[src/hw/rtl/nfd_pkg.sv]
`timescale 1ns / 1ps

package nfd_pkg;

    // Bytes kept per line.
    localparam int LINE_MAX = 64;
    localparam int LINE_AW  = $clog2(LINE_MAX);
    localparam int LEN_W    = $clog2(LINE_MAX + 1);
    // Two line buffers share one memory; the top address bit picks the buffer.
    localparam int RAM_AW    = LINE_AW + 1;
    localparam int RAM_DEPTH = 2 ** RAM_AW;

    localparam int OUT_DEPTH = 4;
    localparam int OUT_AW    = $clog2(OUT_DEPTH);
    localparam int OUT_CW    = $clog2(OUT_DEPTH + 1);

    localparam logic [7:0] BYTE_NUL   = 8'h00;
    localparam logic [7:0] BYTE_BEL   = 8'h07;
    localparam logic [7:0] BYTE_LF    = 8'h0A;
    localparam logic [7:0] BYTE_CR    = 8'h0D;
    localparam logic [7:0] BYTE_NAK   = 8'h15;
    localparam logic [7:0] BYTE_DC4   = 8'h14;
    localparam logic [7:0] BYTE_DC2   = 8'h12;
    localparam logic [7:0] BYTE_MARK  = 8'hF2;
    localparam logic [7:0] BYTE_SPACE = 8'h20;
    localparam logic [7:0] BYTE_SLASH = 8'h2F;
    localparam logic [7:0] BYTE_N     = 8'h4E;
    localparam logic [7:0] BYTE_Y     = 8'h59;
    localparam logic [7:0] BYTE_U     = 8'h55;
    localparam logic [7:0] BYTE_H     = 8'h48;

    localparam logic [2:0] RUN_SAT = 3'd4;
    localparam logic [1:0] PROG_SAT = 2'd2;

    localparam logic [1:0] KIND_TYPE    = 2'd0;
    localparam logic [1:0] KIND_SUBJECT = 2'd1;
    localparam logic [1:0] KIND_BODY    = 2'd2;
    localparam logic [1:0] KIND_END     = 2'd3;

    localparam logic [1:0] PH_WAIT    = 2'd0;
    localparam logic [1:0] PH_TYPE    = 2'd1;
    localparam logic [1:0] PH_SUBJECT = 2'd2;
    localparam logic [1:0] PH_BODY    = 2'd3;

    typedef struct packed {
        logic [1:0]       kind;
        logic             span;   // 0: one result without data
        logic             buf_sel;
        logic [LEN_W-1:0] start;
        logic [LEN_W-1:0] stop;
    } t_job;

    typedef struct packed {
        logic              we;
        logic [RAM_AW-1:0] addr;
        logic [7:0]        data;
    } t_ram_wr;

    typedef struct packed {
        logic valid;
        logic buf_sel;
    } t_release;

    typedef struct packed {
        logic [1:0] kind;
        logic [7:0] data;
        logic       has;
        logic       last;
    } t_res;

endpackage

[src/hw/rtl/nfd_line_ram.sv]
`timescale 1ns / 1ps

module nfd_line_ram (
    input  logic                      i_clk,
    input  nfd_pkg::t_ram_wr          i_wr,
    input  logic                      i_rd_en,
    input  logic [nfd_pkg::RAM_AW-1:0] i_rd_addr,
    output logic [7:0]                o_rd_data
);

    logic [7:0] r_mem [nfd_pkg::RAM_DEPTH];
    logic [7:0] r_rd_data;

    always_ff @(posedge i_clk) begin
        if (i_wr.we) begin
            r_mem[i_wr.addr] <= i_wr.data;
        end
        if (i_rd_en) begin
            r_rd_data <= r_mem[i_rd_addr];
        end
    end

    assign o_rd_data = r_rd_data;

endmodule

[src/hw/rtl/nfd_front.sv]
`timescale 1ns / 1ps

module nfd_front (
    input  logic              i_clk,
    input  logic              i_rst_n,
    input  logic              i_push,
    output logic              o_full,
    input  logic [7:0]        i_feed_byte,
    input  logic              i_end_of_feed,
    input  logic              i_job_full,
    output logic              o_job_push,
    output nfd_pkg::t_job     o_job,
    output nfd_pkg::t_ram_wr  o_ram_wr,
    input  nfd_pkg::t_release i_release
);

    logic [1:0]                r_phase, n_phase;
    logic [nfd_pkg::LEN_W-1:0] r_len, n_len;
    logic [7:0]                r_b0, n_b0, r_b1, n_b1;
    logic                      r_skipping, n_skipping;
    logic [2:0]                r_run, n_run;
    logic [1:0]                r_prog, n_prog;
    logic                      r_endm, n_endm;
    logic                      r_skipm, n_skipm;
    logic                      r_f2_found, n_f2_found;
    logic [nfd_pkg::LEN_W-1:0] r_f2_pos, n_f2_pos;
    logic                      r_wbuf, n_wbuf;
    logic [1:0]                r_busy, n_busy;

    logic       acc, skip_now, is_cr, keep, store, finish, header_ok, subj_ok;
    logic [7:0] c;
    logic [nfd_pkg::LEN_W-1:0] subj_stop;

    assign o_full = r_busy[r_wbuf] || i_job_full;

    always_comb begin
        acc      = i_push && !o_full;
        skip_now = r_skipping && (i_feed_byte == nfd_pkg::BYTE_CR
                                  || i_feed_byte == nfd_pkg::BYTE_LF);
        is_cr    = !skip_now && i_feed_byte == nfd_pkg::BYTE_CR;
        keep     = !skip_now && i_feed_byte != nfd_pkg::BYTE_CR
                   && i_feed_byte != nfd_pkg::BYTE_NUL;
        priority if (i_feed_byte == nfd_pkg::BYTE_NAK) begin
            c = nfd_pkg::BYTE_SPACE;
        end else if (i_feed_byte == nfd_pkg::BYTE_BEL) begin
            c = nfd_pkg::BYTE_SLASH;
        end else begin
            c = i_feed_byte;
        end
        store = acc && keep && r_len < nfd_pkg::LEN_W'(nfd_pkg::LINE_MAX);

        n_phase    = r_phase;
        n_len      = r_len;
        n_b0       = r_b0;
        n_b1       = r_b1;
        n_skipping = r_skipping;
        n_run      = r_run;
        n_prog     = r_prog;
        n_endm     = r_endm;
        n_skipm    = r_skipm;
        n_f2_found = r_f2_found;
        n_f2_pos   = r_f2_pos;
        n_wbuf     = r_wbuf;
        n_busy     = r_busy;
        if (i_release.valid) begin
            n_busy[i_release.buf_sel] = 1'b0;
        end

        // Marker trackers see only bytes that land in the line.
        if (store) begin
            n_len = r_len + 1'b1;
            if (r_len == '0) begin
                n_b0 = c;
            end
            if (r_len == nfd_pkg::LEN_W'(1)) begin
                n_b1 = c;
            end
            if (c == nfd_pkg::BYTE_N) begin
                if (r_run < nfd_pkg::RUN_SAT) begin
                    n_run = r_run + 1'b1;
                end
                if (n_run >= nfd_pkg::RUN_SAT) begin
                    n_endm = 1'b1;
                end
            end else begin
                n_run = '0;
            end
            if (c == nfd_pkg::BYTE_DC4) begin
                if (r_prog < nfd_pkg::PROG_SAT) begin
                    n_prog = r_prog + 1'b1;
                end
            end else begin
                if (c == nfd_pkg::BYTE_MARK && r_prog == nfd_pkg::PROG_SAT) begin
                    n_skipm = 1'b1;
                end
                n_prog = '0;
            end
            if (c == nfd_pkg::BYTE_MARK && r_len >= nfd_pkg::LEN_W'(2) && !r_f2_found) begin
                n_f2_found = 1'b1;
                n_f2_pos   = r_len;
            end
        end

        if (acc && !skip_now) begin
            n_skipping = is_cr;
        end
        finish = acc && (is_cr || (i_end_of_feed && !n_skipping));

        header_ok = n_len >= nfd_pkg::LEN_W'(2) && n_b0 == n_b1
                    && (n_b0 == nfd_pkg::BYTE_Y || n_b0 == nfd_pkg::BYTE_U
                        || n_b0 == nfd_pkg::BYTE_H);
        subj_ok   = n_len >= nfd_pkg::LEN_W'(2) && n_b0 == nfd_pkg::BYTE_MARK
                    && n_b1 == nfd_pkg::BYTE_DC2;
        subj_stop = n_f2_found ? n_f2_pos : n_len;

        o_job_push    = 1'b0;
        o_job.kind    = nfd_pkg::KIND_TYPE;
        o_job.span    = 1'b0;
        o_job.buf_sel = r_wbuf;
        o_job.start   = '0;
        o_job.stop    = n_len;

        if (finish) begin
            unique case (r_phase)
                nfd_pkg::PH_WAIT: begin
                    if (header_ok) begin
                        n_phase = nfd_pkg::PH_TYPE;
                    end
                end
                nfd_pkg::PH_TYPE: begin
                    o_job_push = 1'b1;
                    o_job.kind = nfd_pkg::KIND_TYPE;
                    o_job.span = n_len != '0;
                    n_phase    = nfd_pkg::PH_SUBJECT;
                end
                nfd_pkg::PH_SUBJECT: begin
                    if (subj_ok) begin
                        o_job_push  = 1'b1;
                        o_job.kind  = nfd_pkg::KIND_SUBJECT;
                        o_job.start = nfd_pkg::LEN_W'(2);
                        o_job.stop  = subj_stop;
                        o_job.span  = subj_stop > nfd_pkg::LEN_W'(2);
                        n_phase     = nfd_pkg::PH_BODY;
                    end
                end
                nfd_pkg::PH_BODY: begin
                    if (n_endm) begin
                        o_job_push = 1'b1;
                        o_job.kind = nfd_pkg::KIND_END;
                        n_phase    = nfd_pkg::PH_WAIT;
                    end else if (!n_skipm) begin
                        o_job_push = 1'b1;
                        o_job.kind = nfd_pkg::KIND_BODY;
                        o_job.span = n_len != '0;
                    end
                end
                default: begin
                end
            endcase

            // A line whose bytes are still to be read pins its buffer.
            if (o_job_push && o_job.span) begin
                n_busy[r_wbuf] = 1'b1;
                n_wbuf         = ~r_wbuf;
            end
        end

        if (finish || (acc && i_end_of_feed)) begin
            n_len      = '0;
            n_run      = '0;
            n_prog     = '0;
            n_endm     = 1'b0;
            n_skipm    = 1'b0;
            n_f2_found = 1'b0;
        end
        if (acc && i_end_of_feed) begin
            n_phase    = nfd_pkg::PH_WAIT;
            n_skipping = 1'b0;
        end

        o_ram_wr.we   = store;
        o_ram_wr.addr = {r_wbuf, r_len[nfd_pkg::LINE_AW-1:0]};
        o_ram_wr.data = c;
    end

    always_ff @(posedge i_clk) begin
        if (!i_rst_n) begin
            r_phase    <= nfd_pkg::PH_WAIT;
            r_len      <= '0;
            r_skipping <= 1'b0;
            r_run      <= '0;
            r_prog     <= '0;
            r_endm     <= 1'b0;
            r_skipm    <= 1'b0;
            r_f2_found <= 1'b0;
            r_wbuf     <= 1'b0;
            r_busy     <= '0;
        end else begin
            r_phase    <= n_phase;
            r_len      <= n_len;
            r_skipping <= n_skipping;
            r_run      <= n_run;
            r_prog     <= n_prog;
            r_endm     <= n_endm;
            r_skipm    <= n_skipm;
            r_f2_found <= n_f2_found;
            r_wbuf     <= n_wbuf;
            r_busy     <= n_busy;
        end
    end

    always_ff @(posedge i_clk) begin
        r_b0     <= n_b0;
        r_b1     <= n_b1;
        r_f2_pos <= n_f2_pos;
    end

endmodule

[src/hw/rtl/nfd_job_fifo.sv]
`timescale 1ns / 1ps

module nfd_job_fifo (
    input  logic          i_clk,
    input  logic          i_rst_n,
    input  logic          i_push,
    input  nfd_pkg::t_job i_job,
    output logic          o_full,
    input  logic          i_pop,
    output logic          o_empty,
    output nfd_pkg::t_job o_job
);

    nfd_pkg::t_job r_slot [2];
    logic          r_wp, n_wp, r_rp, n_rp;
    logic [1:0]    r_cnt, n_cnt;

    assign o_full  = r_cnt == 2'd2;
    assign o_empty = r_cnt == 2'd0;
    assign o_job   = r_slot[r_rp];

    always_comb begin
        n_wp  = r_wp;
        n_rp  = r_rp;
        n_cnt = r_cnt;
        if (i_push && !o_full) begin
            n_wp  = ~r_wp;
            n_cnt = n_cnt + 1'b1;
        end
        if (i_pop && !o_empty) begin
            n_rp  = ~r_rp;
            n_cnt = n_cnt - 1'b1;
        end
    end

    always_ff @(posedge i_clk) begin
        if (!i_rst_n) begin
            r_wp  <= 1'b0;
            r_rp  <= 1'b0;
            r_cnt <= '0;
        end else begin
            r_wp  <= n_wp;
            r_rp  <= n_rp;
            r_cnt <= n_cnt;
        end
    end

    always_ff @(posedge i_clk) begin
        if (i_push && !o_full) begin
            r_slot[r_wp] <= i_job;
        end
    end

endmodule

[src/hw/rtl/nfd_back.sv]
`timescale 1ns / 1ps

module nfd_back (
    input  logic                       i_clk,
    input  logic                       i_rst_n,
    input  logic                       i_job_empty,
    input  nfd_pkg::t_job              i_job,
    output logic                       o_job_pop,
    output logic                       o_rd_en,
    output logic [nfd_pkg::RAM_AW-1:0] o_rd_addr,
    input  logic [7:0]                 i_rd_data,
    output nfd_pkg::t_release          o_release,
    output logic                       o_empty,
    input  logic                       i_pop,
    output nfd_pkg::t_res              o_res
);

    logic                      r_active, n_active;
    nfd_pkg::t_job             r_job;
    logic [nfd_pkg::LEN_W-1:0] r_idx, n_idx;

    // Stage that holds each beat while the registered memory read completes.
    logic       r_p_valid;
    logic [1:0] r_p_kind;
    logic       r_p_has;
    logic       r_p_last;

    nfd_pkg::t_res             r_q [nfd_pkg::OUT_DEPTH];
    logic [nfd_pkg::OUT_AW-1:0] r_wp, r_rp;
    logic [nfd_pkg::OUT_CW-1:0] r_cnt, n_cnt;

    logic          load, issue, last_now, q_push, q_pop;
    nfd_pkg::t_res q_in;

    always_comb begin
        load      = !r_active && !i_job_empty;
        o_job_pop = load;
        // Credit check covers the beat still in the read stage.
        issue     = r_active && ({1'b0, r_cnt} + {{nfd_pkg::OUT_CW{1'b0}}, r_p_valid})
                    < (nfd_pkg::OUT_CW + 1)'(nfd_pkg::OUT_DEPTH);
        last_now  = !r_job.span || (r_idx + 1'b1) == r_job.stop;

        o_rd_en   = issue && r_job.span;
        o_rd_addr = {r_job.buf_sel, r_idx[nfd_pkg::LINE_AW-1:0]};

        o_release.valid   = issue && last_now && r_job.span;
        o_release.buf_sel = r_job.buf_sel;

        n_active = r_active;
        n_idx    = r_idx;
        if (load) begin
            n_active = 1'b1;
            n_idx    = i_job.start;
        end else if (issue) begin
            n_idx = r_idx + 1'b1;
            if (last_now) begin
                n_active = 1'b0;
            end
        end

        q_push    = r_p_valid;
        q_in.kind = r_p_kind;
        q_in.data = r_p_has ? i_rd_data : 8'h00;
        q_in.has  = r_p_has;
        q_in.last = r_p_last;

        o_empty = r_cnt == '0;
        q_pop   = i_pop && !o_empty;
        o_res   = r_q[r_rp];

        n_cnt = r_cnt;
        if (q_push) begin
            n_cnt = n_cnt + 1'b1;
        end
        if (q_pop) begin
            n_cnt = n_cnt - 1'b1;
        end
    end

    always_ff @(posedge i_clk) begin
        if (!i_rst_n) begin
            r_active  <= 1'b0;
            r_p_valid <= 1'b0;
            r_wp      <= '0;
            r_rp      <= '0;
            r_cnt     <= '0;
        end else begin
            r_active  <= n_active;
            r_p_valid <= issue;
            r_cnt     <= n_cnt;
            if (q_push) begin
                r_wp <= r_wp + 1'b1;
            end
            if (q_pop) begin
                r_rp <= r_rp + 1'b1;
            end
        end
    end

    always_ff @(posedge i_clk) begin
        r_idx <= n_idx;
        if (load) begin
            r_job <= i_job;
        end
        if (issue) begin
            r_p_kind <= r_job.kind;
            r_p_has  <= r_job.span;
            r_p_last <= last_now;
        end
        if (q_push) begin
            r_q[r_wp] <= q_in;
        end
    end

endmodule

[src/hw/rtl/news_feed_line_deframer.sv]
`timescale 1ns / 1ps
// Channel   Handshake          Payload
// input     push / full        i_feed_byte, i_end_of_feed
// result    empty / pop        o_line_kind, o_data_byte, o_has_data, o_last_of_line
//
// The front takes one byte per cycle while full is low; the back end picks up
// each kept line from the line queue and reads it back one result per cycle,
// while its result queue has room, from a two-buffer registered line memory.
// full rises while the buffer the next line would fill is still being read
// out, or while two finished lines wait in the line queue.
// Reset is synchronous; the line memory needs no clearing pass.

module news_feed_line_deframer (
    input  logic       i_clk,
    input  logic       i_rst_n,
    input  logic       push,
    output logic       full,
    input  logic [7:0] i_feed_byte,
    input  logic       i_end_of_feed,
    output logic       empty,
    input  logic       pop,
    output logic [1:0] o_line_kind,
    output logic [7:0] o_data_byte,
    output logic       o_has_data,
    output logic       o_last_of_line
);

    logic                       job_push, job_full, job_pop, job_empty;
    nfd_pkg::t_job              job_in, job_out;
    nfd_pkg::t_ram_wr           ram_wr;
    nfd_pkg::t_release          release_buf;
    logic                       rd_en;
    logic [nfd_pkg::RAM_AW-1:0] rd_addr;
    logic [7:0]                 rd_data;
    nfd_pkg::t_res              res;

    nfd_front u_front (
        .i_clk         (i_clk),
        .i_rst_n       (i_rst_n),
        .i_push        (push),
        .o_full        (full),
        .i_feed_byte   (i_feed_byte),
        .i_end_of_feed (i_end_of_feed),
        .i_job_full    (job_full),
        .o_job_push    (job_push),
        .o_job         (job_in),
        .o_ram_wr      (ram_wr),
        .i_release     (release_buf)
    );

    nfd_job_fifo u_job_fifo (
        .i_clk   (i_clk),
        .i_rst_n (i_rst_n),
        .i_push  (job_push),
        .i_job   (job_in),
        .o_full  (job_full),
        .i_pop   (job_pop),
        .o_empty (job_empty),
        .o_job   (job_out)
    );

    nfd_line_ram u_line_ram (
        .i_clk     (i_clk),
        .i_wr      (ram_wr),
        .i_rd_en   (rd_en),
        .i_rd_addr (rd_addr),
        .o_rd_data (rd_data)
    );

    nfd_back u_back (
        .i_clk       (i_clk),
        .i_rst_n     (i_rst_n),
        .i_job_empty (job_empty),
        .i_job       (job_out),
        .o_job_pop   (job_pop),
        .o_rd_en     (rd_en),
        .o_rd_addr   (rd_addr),
        .i_rd_data   (rd_data),
        .o_release   (release_buf),
        .o_empty     (empty),
        .i_pop       (pop),
        .o_res       (res)
    );

    assign o_line_kind    = res.kind;
    assign o_data_byte    = res.data;
    assign o_has_data     = res.has;
    assign o_last_of_line = res.last;

endmodule

[config.mk]
export PLATFORM = sky130hd
export DESIGN_NAME = news_feed_line_deframer
export DESIGN_NICKNAME = d
export VERILOG_FILES = /design/src/hw/rtl/nfd_pkg.sv /design/src/hw/rtl/nfd_line_ram.sv /design/src/hw/rtl/nfd_front.sv /design/src/hw/rtl/nfd_job_fifo.sv /design/src/hw/rtl/nfd_back.sv /design/src/hw/rtl/news_feed_line_deframer.sv
export SDC_FILE = /design/constraint.sdc
export NUM_CORES = 1
export LEC_CHECK = 0
export ABC_CLOCK_PERIOD_IN_PS = 8100
export BUFFER_PORTS_ARGS = -buffer_cell sky130_fd_sc_hd__buf_2
export CAP_MARGIN = 20
export CORE_MARGIN = 4
export CORE_UTILIZATION = 50
export DETAILED_ROUTE_END_ITERATION = 8
export PLACE_DENSITY = 0.65
export SETUP_SLACK_MARGIN = 0.15
export SLEW_MARGIN = 20
export SYNTH_ARGS = -nofsm -noshare
export SYNTH_HDL_FRONTEND = slang
export SYNTH_HIERARCHICAL = 1
export SYNTH_SLANG_ARGS = --single-unit
[constraint.sdc]
create_clock -name i_clk -period 8.1 [get_ports i_clk]
set_input_delay 0.405 -clock i_clk [delete_from_list [all_inputs] [get_ports i_clk]]
set_output_delay 0.405 -clock i_clk [all_outputs]
set_load 0.02 [all_outputs]
==> flow_summary.toml, run 1 <==
[logic_synthesis]
ys_ff_latch = 1198
yosysWarnings = 6
synth_cell_types = 86
async_flop_share = 0
synth_edf_count = 1138
synth_area_um2 = 48100
syn_inst = 2358
synth_ff_type = "edfxtp_1"
synth_area_per_cell_um2 = 20.4
yosysSeqAreaShare = 0.736

[layout]
multi_input_area_um2 = 11900
nets = 2430
n_fill_cell = 6998
syn_to_final_growth_pct = 10.5
final_common_cell = "edfxtp_1"
layout-drive-gt1-share = 0.256
mostFrequentLayoutCells = "1,138 x edfxtp_1, 348 x mux4_2, 170 x nor2_1"
ff_latch_area_um2 = 35400

[global_routing]
grt_pass1_wl_um = 156000
grt_max_degree = 106
antenna_found_initial = 1
grt_usage = 0.204
grt_pass1_vias = 23300
globalRouteOverflowTotal = 0

[critical_path]
critical_path_class = "flop to flop"
crit_path_max_fanout = 25
slowest_stage = "nor3_1"
worst_ep_required_time_ns = 8.39
startpoint_type = "flop"
r2r_setup_slack_ns = 2.74
critPathBufInv = 1
worst_path_largest_cell_delay_ns = 0.71
endpoint_kind = "flop"
path_delay_family = "simple AND/OR/NAND/NOR gates"
arrival_ns = 5.65
worstPathCellList = "mux2i_1 > nand3b_1 > nor3_1 > nand2_4 > inv_4 > mux2_4 > a211o_4 > nor4_4 > o22ai_1 > nor4_1 > nor2b_4 > and2_1"

[die]
rows = 113
die_x_um = 318
ios = 27
core_area_um2 = 95200
initial_utilization = 0.505
fp.dieArea_um2 = 101000
die_h_um = 318

[sta]
period_share = 0.662
slew_headroom = 0.249
finalHoldViolations = 0
fmax_ghz = 0.186
fin_setup_tns_ns = 0
finalCriticalPeriod_ns = 5.36
slew_viol_final = 0
skew_ns = 0.0218
tightestPinTransition_ns = 1.13
rsz0062_at_grt = "false"
setup_viol = 0

[clock_network]
clk_root_buffer_cell = "clkbuf_16"
cts_inserted_buffers = 114
clkSinkCount = 1198
cts_resized = 0
cts_setup_buffers = 0
clkTransAtPathRegs_ns = 0.06
cts-htree-levels = 3
clk_latency_ns = 0.69
cts_tree = "done"
cts_hold_buf = 0
clock_path_buffers = 3

[route]
antenna_left = 0
vias_per_cell = 6.16
via_count = 23200
drc = 0
detail_route.wl_per_cell_um = 27.4
wirelength_um = 103000
drtIter0Drc = 2621
first_pass_iters = 9

[run]
drv_cap = 0

[outcome]
status = "finished, final reports clean"

[placed_design]
dp_hpwl_um = 63300
port_buffers = 26
place.gp.congestion = 0.869

[hold_path]
min_path_type = "input port to flop"

[pwr]
p_per_area_nw_per_um2 = 233
p_leak_nw = 16.5
power.total_mw = 12.4
peakVddDrop_uv = 189
cell usage after synthesis, types with 14 or more instances:
cell type  number  share of area
o21ai_0        27         0.0028
a21oi_1        25         0.0026
mux2_2         38         0.0089
mux4_2        348           0.16
xnor2_1        17         0.0031
nor2_1        170          0.013
edfxtp_1     1138           0.71
nand2_1        57         0.0044
nand3_1        37         0.0039
ha_1           21         0.0055
nor2b_1        14         0.0018
buf_1          19         0.0015
inv_1          36         0.0028
buf_4          35         0.0055
clkbuf_1       63         0.0049
nor3_1         20         0.0021
dfxtp_1        60          0.025
buf_2          23         0.0024
and2_1         31         0.0040
layout make-up:
type / count / area share
sequential: 1198 / 0.666
multi-input combinational: 981 / 0.224
clock buffer: 148 / 0.0565
tap: 1265 / 0.0298
clock inverter: 67 / 0.0127
timing repair buffer: 63 / 0.00829
inverter: 38 / 0.00287
antenna: 1 / 0.0000471
per-stage QoR:
stage	hold WS [ns]	cells	util	worst slack [ns]	cell area, µm²
2_1_floorplan	0.400	2363	-	1.74	48100
3_3_place_gp	0.411	3545	0.520	2.89	49400
3_5_place_dp	0.409	3545	0.520	2.71	49400
4_1_cts	0.0334	3760	0.558	2.81	53100
5_1_grt	0.0928	3760	0.558	2.37	53100
6_report	0.0894	3761	0.558	2.74	53100
cells by family (layout without fill, tap and decap cells):
kind of cell,after synthesis,count (layout),share of synthesized area
flip-flops,1198,1198,0.736
AND/OR/NAND/NOR,410,410,0.0435
multiplexers,396,396,0.174
buffers and inverters,184,316,0.0183
AO/OA/AOI/OAI,120,120,0.0177
XOR/XNOR,28,28,0.00510
adder cells (fa/ha/maj),21,21,0.00546
other,1,7,0.0000780
final timing paths:
path,from,to,cells after the start
max,u_front/r_wbuf,u_job_fifo/r_slot[1][0],12
min reg2reg,u_back/r_job[17],u_back/r_p_kind[1],0
max reg2reg,u_front/r_wbuf,u_job_fifo/r_slot[1][0],12
min,pop,u_back/r_cnt[1],3
flip-flops by register name, indices dropped and copies added, names as in the netlist, 2 cells and up, named ones only:
name                  flops
u_front/r_run             3
u_front/r_f2_pos          7
u_front/r_b0              8
u_back/r_q               48
u_front/r_prog            2
u_back/r_cnt              3
u_front/r_phase           2
u_front/r_b1              8
u_job_fifo/r_slot        36
u_line_ram/o_rd_data      8
u_back/r_wp               2
u_back/r_rp               2
u_back/r_job             10
u_line_ram/r_mem       1024
u_job_fifo/r_cnt          2
u_front/r_len             7
u_back/r_idx              7
u_front/r_busy            2
u_back/r_p_kind           2
metal layers:
layer  global-route usage  wire length [µm]  up-vias
met5                    0                 0        -
met4               0.0480              1850        0
met3               0.0280              6660      140
met2                0.333             51200      858
met1                0.299             43300    12400
li1                     -                 -     9745
where the power goes:
group          total (mW)  internal, mW  leakage, nW  switching [mW]
sequential           6.85          6.80         10.7          0.0428
clock                5.18          2.97         1.78            2.21
combinational       0.352         0.116         4.02           0.235
total                12.4          9.89         16.5            2.49
worst reg2reg max path: cells and delay by family (launching register included):
kind,cells,cell delay (ns)
muxes,2,0.64
buffers and inverters,1,0.25
DFF,1,0.59
and+or+nand+nor,7,2.94
AOI/OAI and AO/OA,2,0.55
No activity file was read; power rests on OpenSTA's default activity.
==> run 2, diff against run 1 <==
ABC_CLOCK_PERIOD_IN_PS = 5600   (was 8100)
clock period = 5.6 ns   (was 8.1 ns; I/O delays follow)
==> flow_summary.toml, run 2 (synthesized netlist as in run 1, its figures left out) <==
[sta]
slew_headroom = 0.253
hold_ws_ns = 0.0669
tightestPinTransition_ns = 1.12
slew_viol_final = 0
fmax_ghz = 0.201
finalCriticalPeriod_ns = 4.97
period_share = 0.888
skew_ns = 0.0226
rsz0062_at_grt = "false"
fin_setup_tns_ns = 0
finalHoldViolations = 0
setup_viol = 0

[layout]
multi_input_area_um2 = 11900
n_fill_cell = 6954
regMostFlops = "u_line_ram/r_mem"
finalInstanceArea_um2 = 53300
largest_reg_flops = 1024
mostFrequentLayoutCells = "1,138 x edfxtp_1, 348 x mux4_2, 170 x nor2_1"
antenna_cells = 0
nets = 2450
reg_top3 = "u_line_ram/r_mem (1024), u_back/r_q (48), u_job_fifo/r_slot (36)"
ff_latch_area_um2 = 35400
syn_to_final_growth_pct = 10.9
final_common_cell = "edfxtp_1"
layout-drive-gt1-share = 0.264
post-route-util = 0.561

[critical_path]
endpoint_kind = "flop"
r2r-start = "u_job_fifo/r_cnt[0]"
startpoint_type = "flop"
arrival_ns = 5.29
r2r-end = "u_job_fifo/r_slot[1][5]"
crit_path_max_fanout = 18
r2r_setup_slack_ns = 0.63
critical_path_class = "flop to flop"
cp-startpoint = "u_job_fifo/r_cnt[0]"
worst_ep_required_time_ns = 5.92
ff2ff_path_depth = 13

[die]
rows = 113
initial_utilization = 0.505
fp.dieArea_um2 = 101000
ios = 27
die_h_um = 318
die_x_um = 318
core_area_um2 = 95200

[global_routing]
globalRouteOverflowTotal = 0
grt_pass1_wl_um = 157000
grt_pass1_vias = 23500
grt_usage = 0.208
antenna_found_initial = 4
grt_max_degree = 101

[clock_network]
cts_setup_buffers = 0
clkSinkCount = 1198
cts_tree = "done"
clkTransAtPathRegs_ns = 0.06
clock_path_buffers = 3
cts_inserted_buffers = 114
cts-htree-levels = 3
clk_root_buffer_cell = "clkbuf_16"
clk_latency_ns = 0.70

[pwr]
combPwrFrac = 0.029
p_leak_nw = 16.7
p_switching_mw = 3.64
p_seq_frac = 0.553
internal_power_mw = 14.3
p_clk_frac = 0.418
p_sw_frac = 0.203
peakVddDrop_uv = 286
power.total_mw = 17.9
p_per_area_nw_per_um2 = 336

[route]
detail_route.wl_per_cell_um = 27.8
antenna_left = 0
first_pass_iters = 5
via_count = 23300
wirelength_um = 105000
drtIter0Drc = 2474
drc = 0
vias_per_cell = 6.16

[hold_path]
whs_path_depth = 1
min_path_type = "input port to flop"
hold_end = "u_line_ram/r_mem[79][1]"
hp-start = "i_feed_byte[1]"

[placed_design]
dp_hpwl_um = 64600
place_area_um2 = 49600
port_buffers = 26
place.gp.congestion = 0.871

[outcome]
status = "finished, final reports clean"

[run]
drv_cap = 0
## run 2: cell count changes in the layout (fill, tap and decap cells not counted), moves of 6 or more
cell	previous run	this run
clkinv_1	31	22
buf_12	2	8
clkinv_2	15	24
buf_4	38	49
## run 2: how the worst max path moves through the flow
stage | endpoint | slack, ns | cells after the start
5_1_grt | u_job_fifo/r_slot[1][5] | 0.44 | 13
3_5_place_dp | u_job_fifo/r_slot[1][3] | 0.54 | 13
6_report | u_job_fifo/r_slot[1][5] | 0.63 | 13
2_1_floorplan | u_job_fifo/r_slot[0][0] | 0.34 | 11
3_3_place_gp | u_job_fifo/r_slot[1][3] | 0.63 | 13
4_1_cts | u_job_fifo/r_slot[1][3] | 0.51 | 13
## run 2: repair_timing
action / CTS / global route
hold buffers: 2 / 0
hold endpoints to repair: 3 / 0
setup endpoints to repair: 0 / 6
gates resized for setup: 0 / 1
## run 2: worst max-delay path, cell delays in order, from the launching register on
cell and delay, ns:
dfxtp_1 0.39, inv_1 0.10, ha_1 0.26, nand3b_1 0.45, nor3_1 0.71, nand2_4 0.20, inv_4 0.10, mux2_4 0.31
a211o_4 0.34, nor4_4 0.43, o22ai_1 0.21, nor4_1 0.39, nor2b_4 0.27, and2_2 0.45
## run 2: per-stage QoR
| stage | worst slack, ns | std cells |
|---|---|---|
| floorplan | 0.336 | 2363 |
| global placement | 0.627 | 3563 |
| detailed placement | 0.538 | 3563 |
| CTS | 0.515 | 3777 |
| global route | 0.435 | 3777 |
| finish | 0.628 | 3777 |
## run 2: area by class of cell
class / instances / share of cell area
inverter: 38 / 0.00286
tap: 1265 / 0.0297
clock inverter: 66 / 0.0124
timing repair buffer: 83 / 0.0126
clock buffer: 146 / 0.0561
multi-input combinational: 981 / 0.223
sequential: 1198 / 0.663
## run 2: per-layer routing
layer / share of wire / vias to the layer above / GRT usage
met5: 0.00010 / - / 0
li1: - / 9785 / -
met2: 0.48 / 953 / 0.329
met4: 0.022 / 2 / 0.0515
met3: 0.084 / 156 / 0.0480
met1: 0.41 / 12400 / 0.300
## run 2: power by group through the flow
stage | Sequential, mW | Clock (mW) | Combinational [mW]
global placement | 10.1 | 0 | 0.505
global route | 9.90 | 8.05 | 0.569
floorplan | 10.1 | 0 | 0.360
CTS | 9.90 | 7.64 | 0.524
finish | 9.90 | 7.48 | 0.523
detailed placement | 10.1 | 0 | 0.522
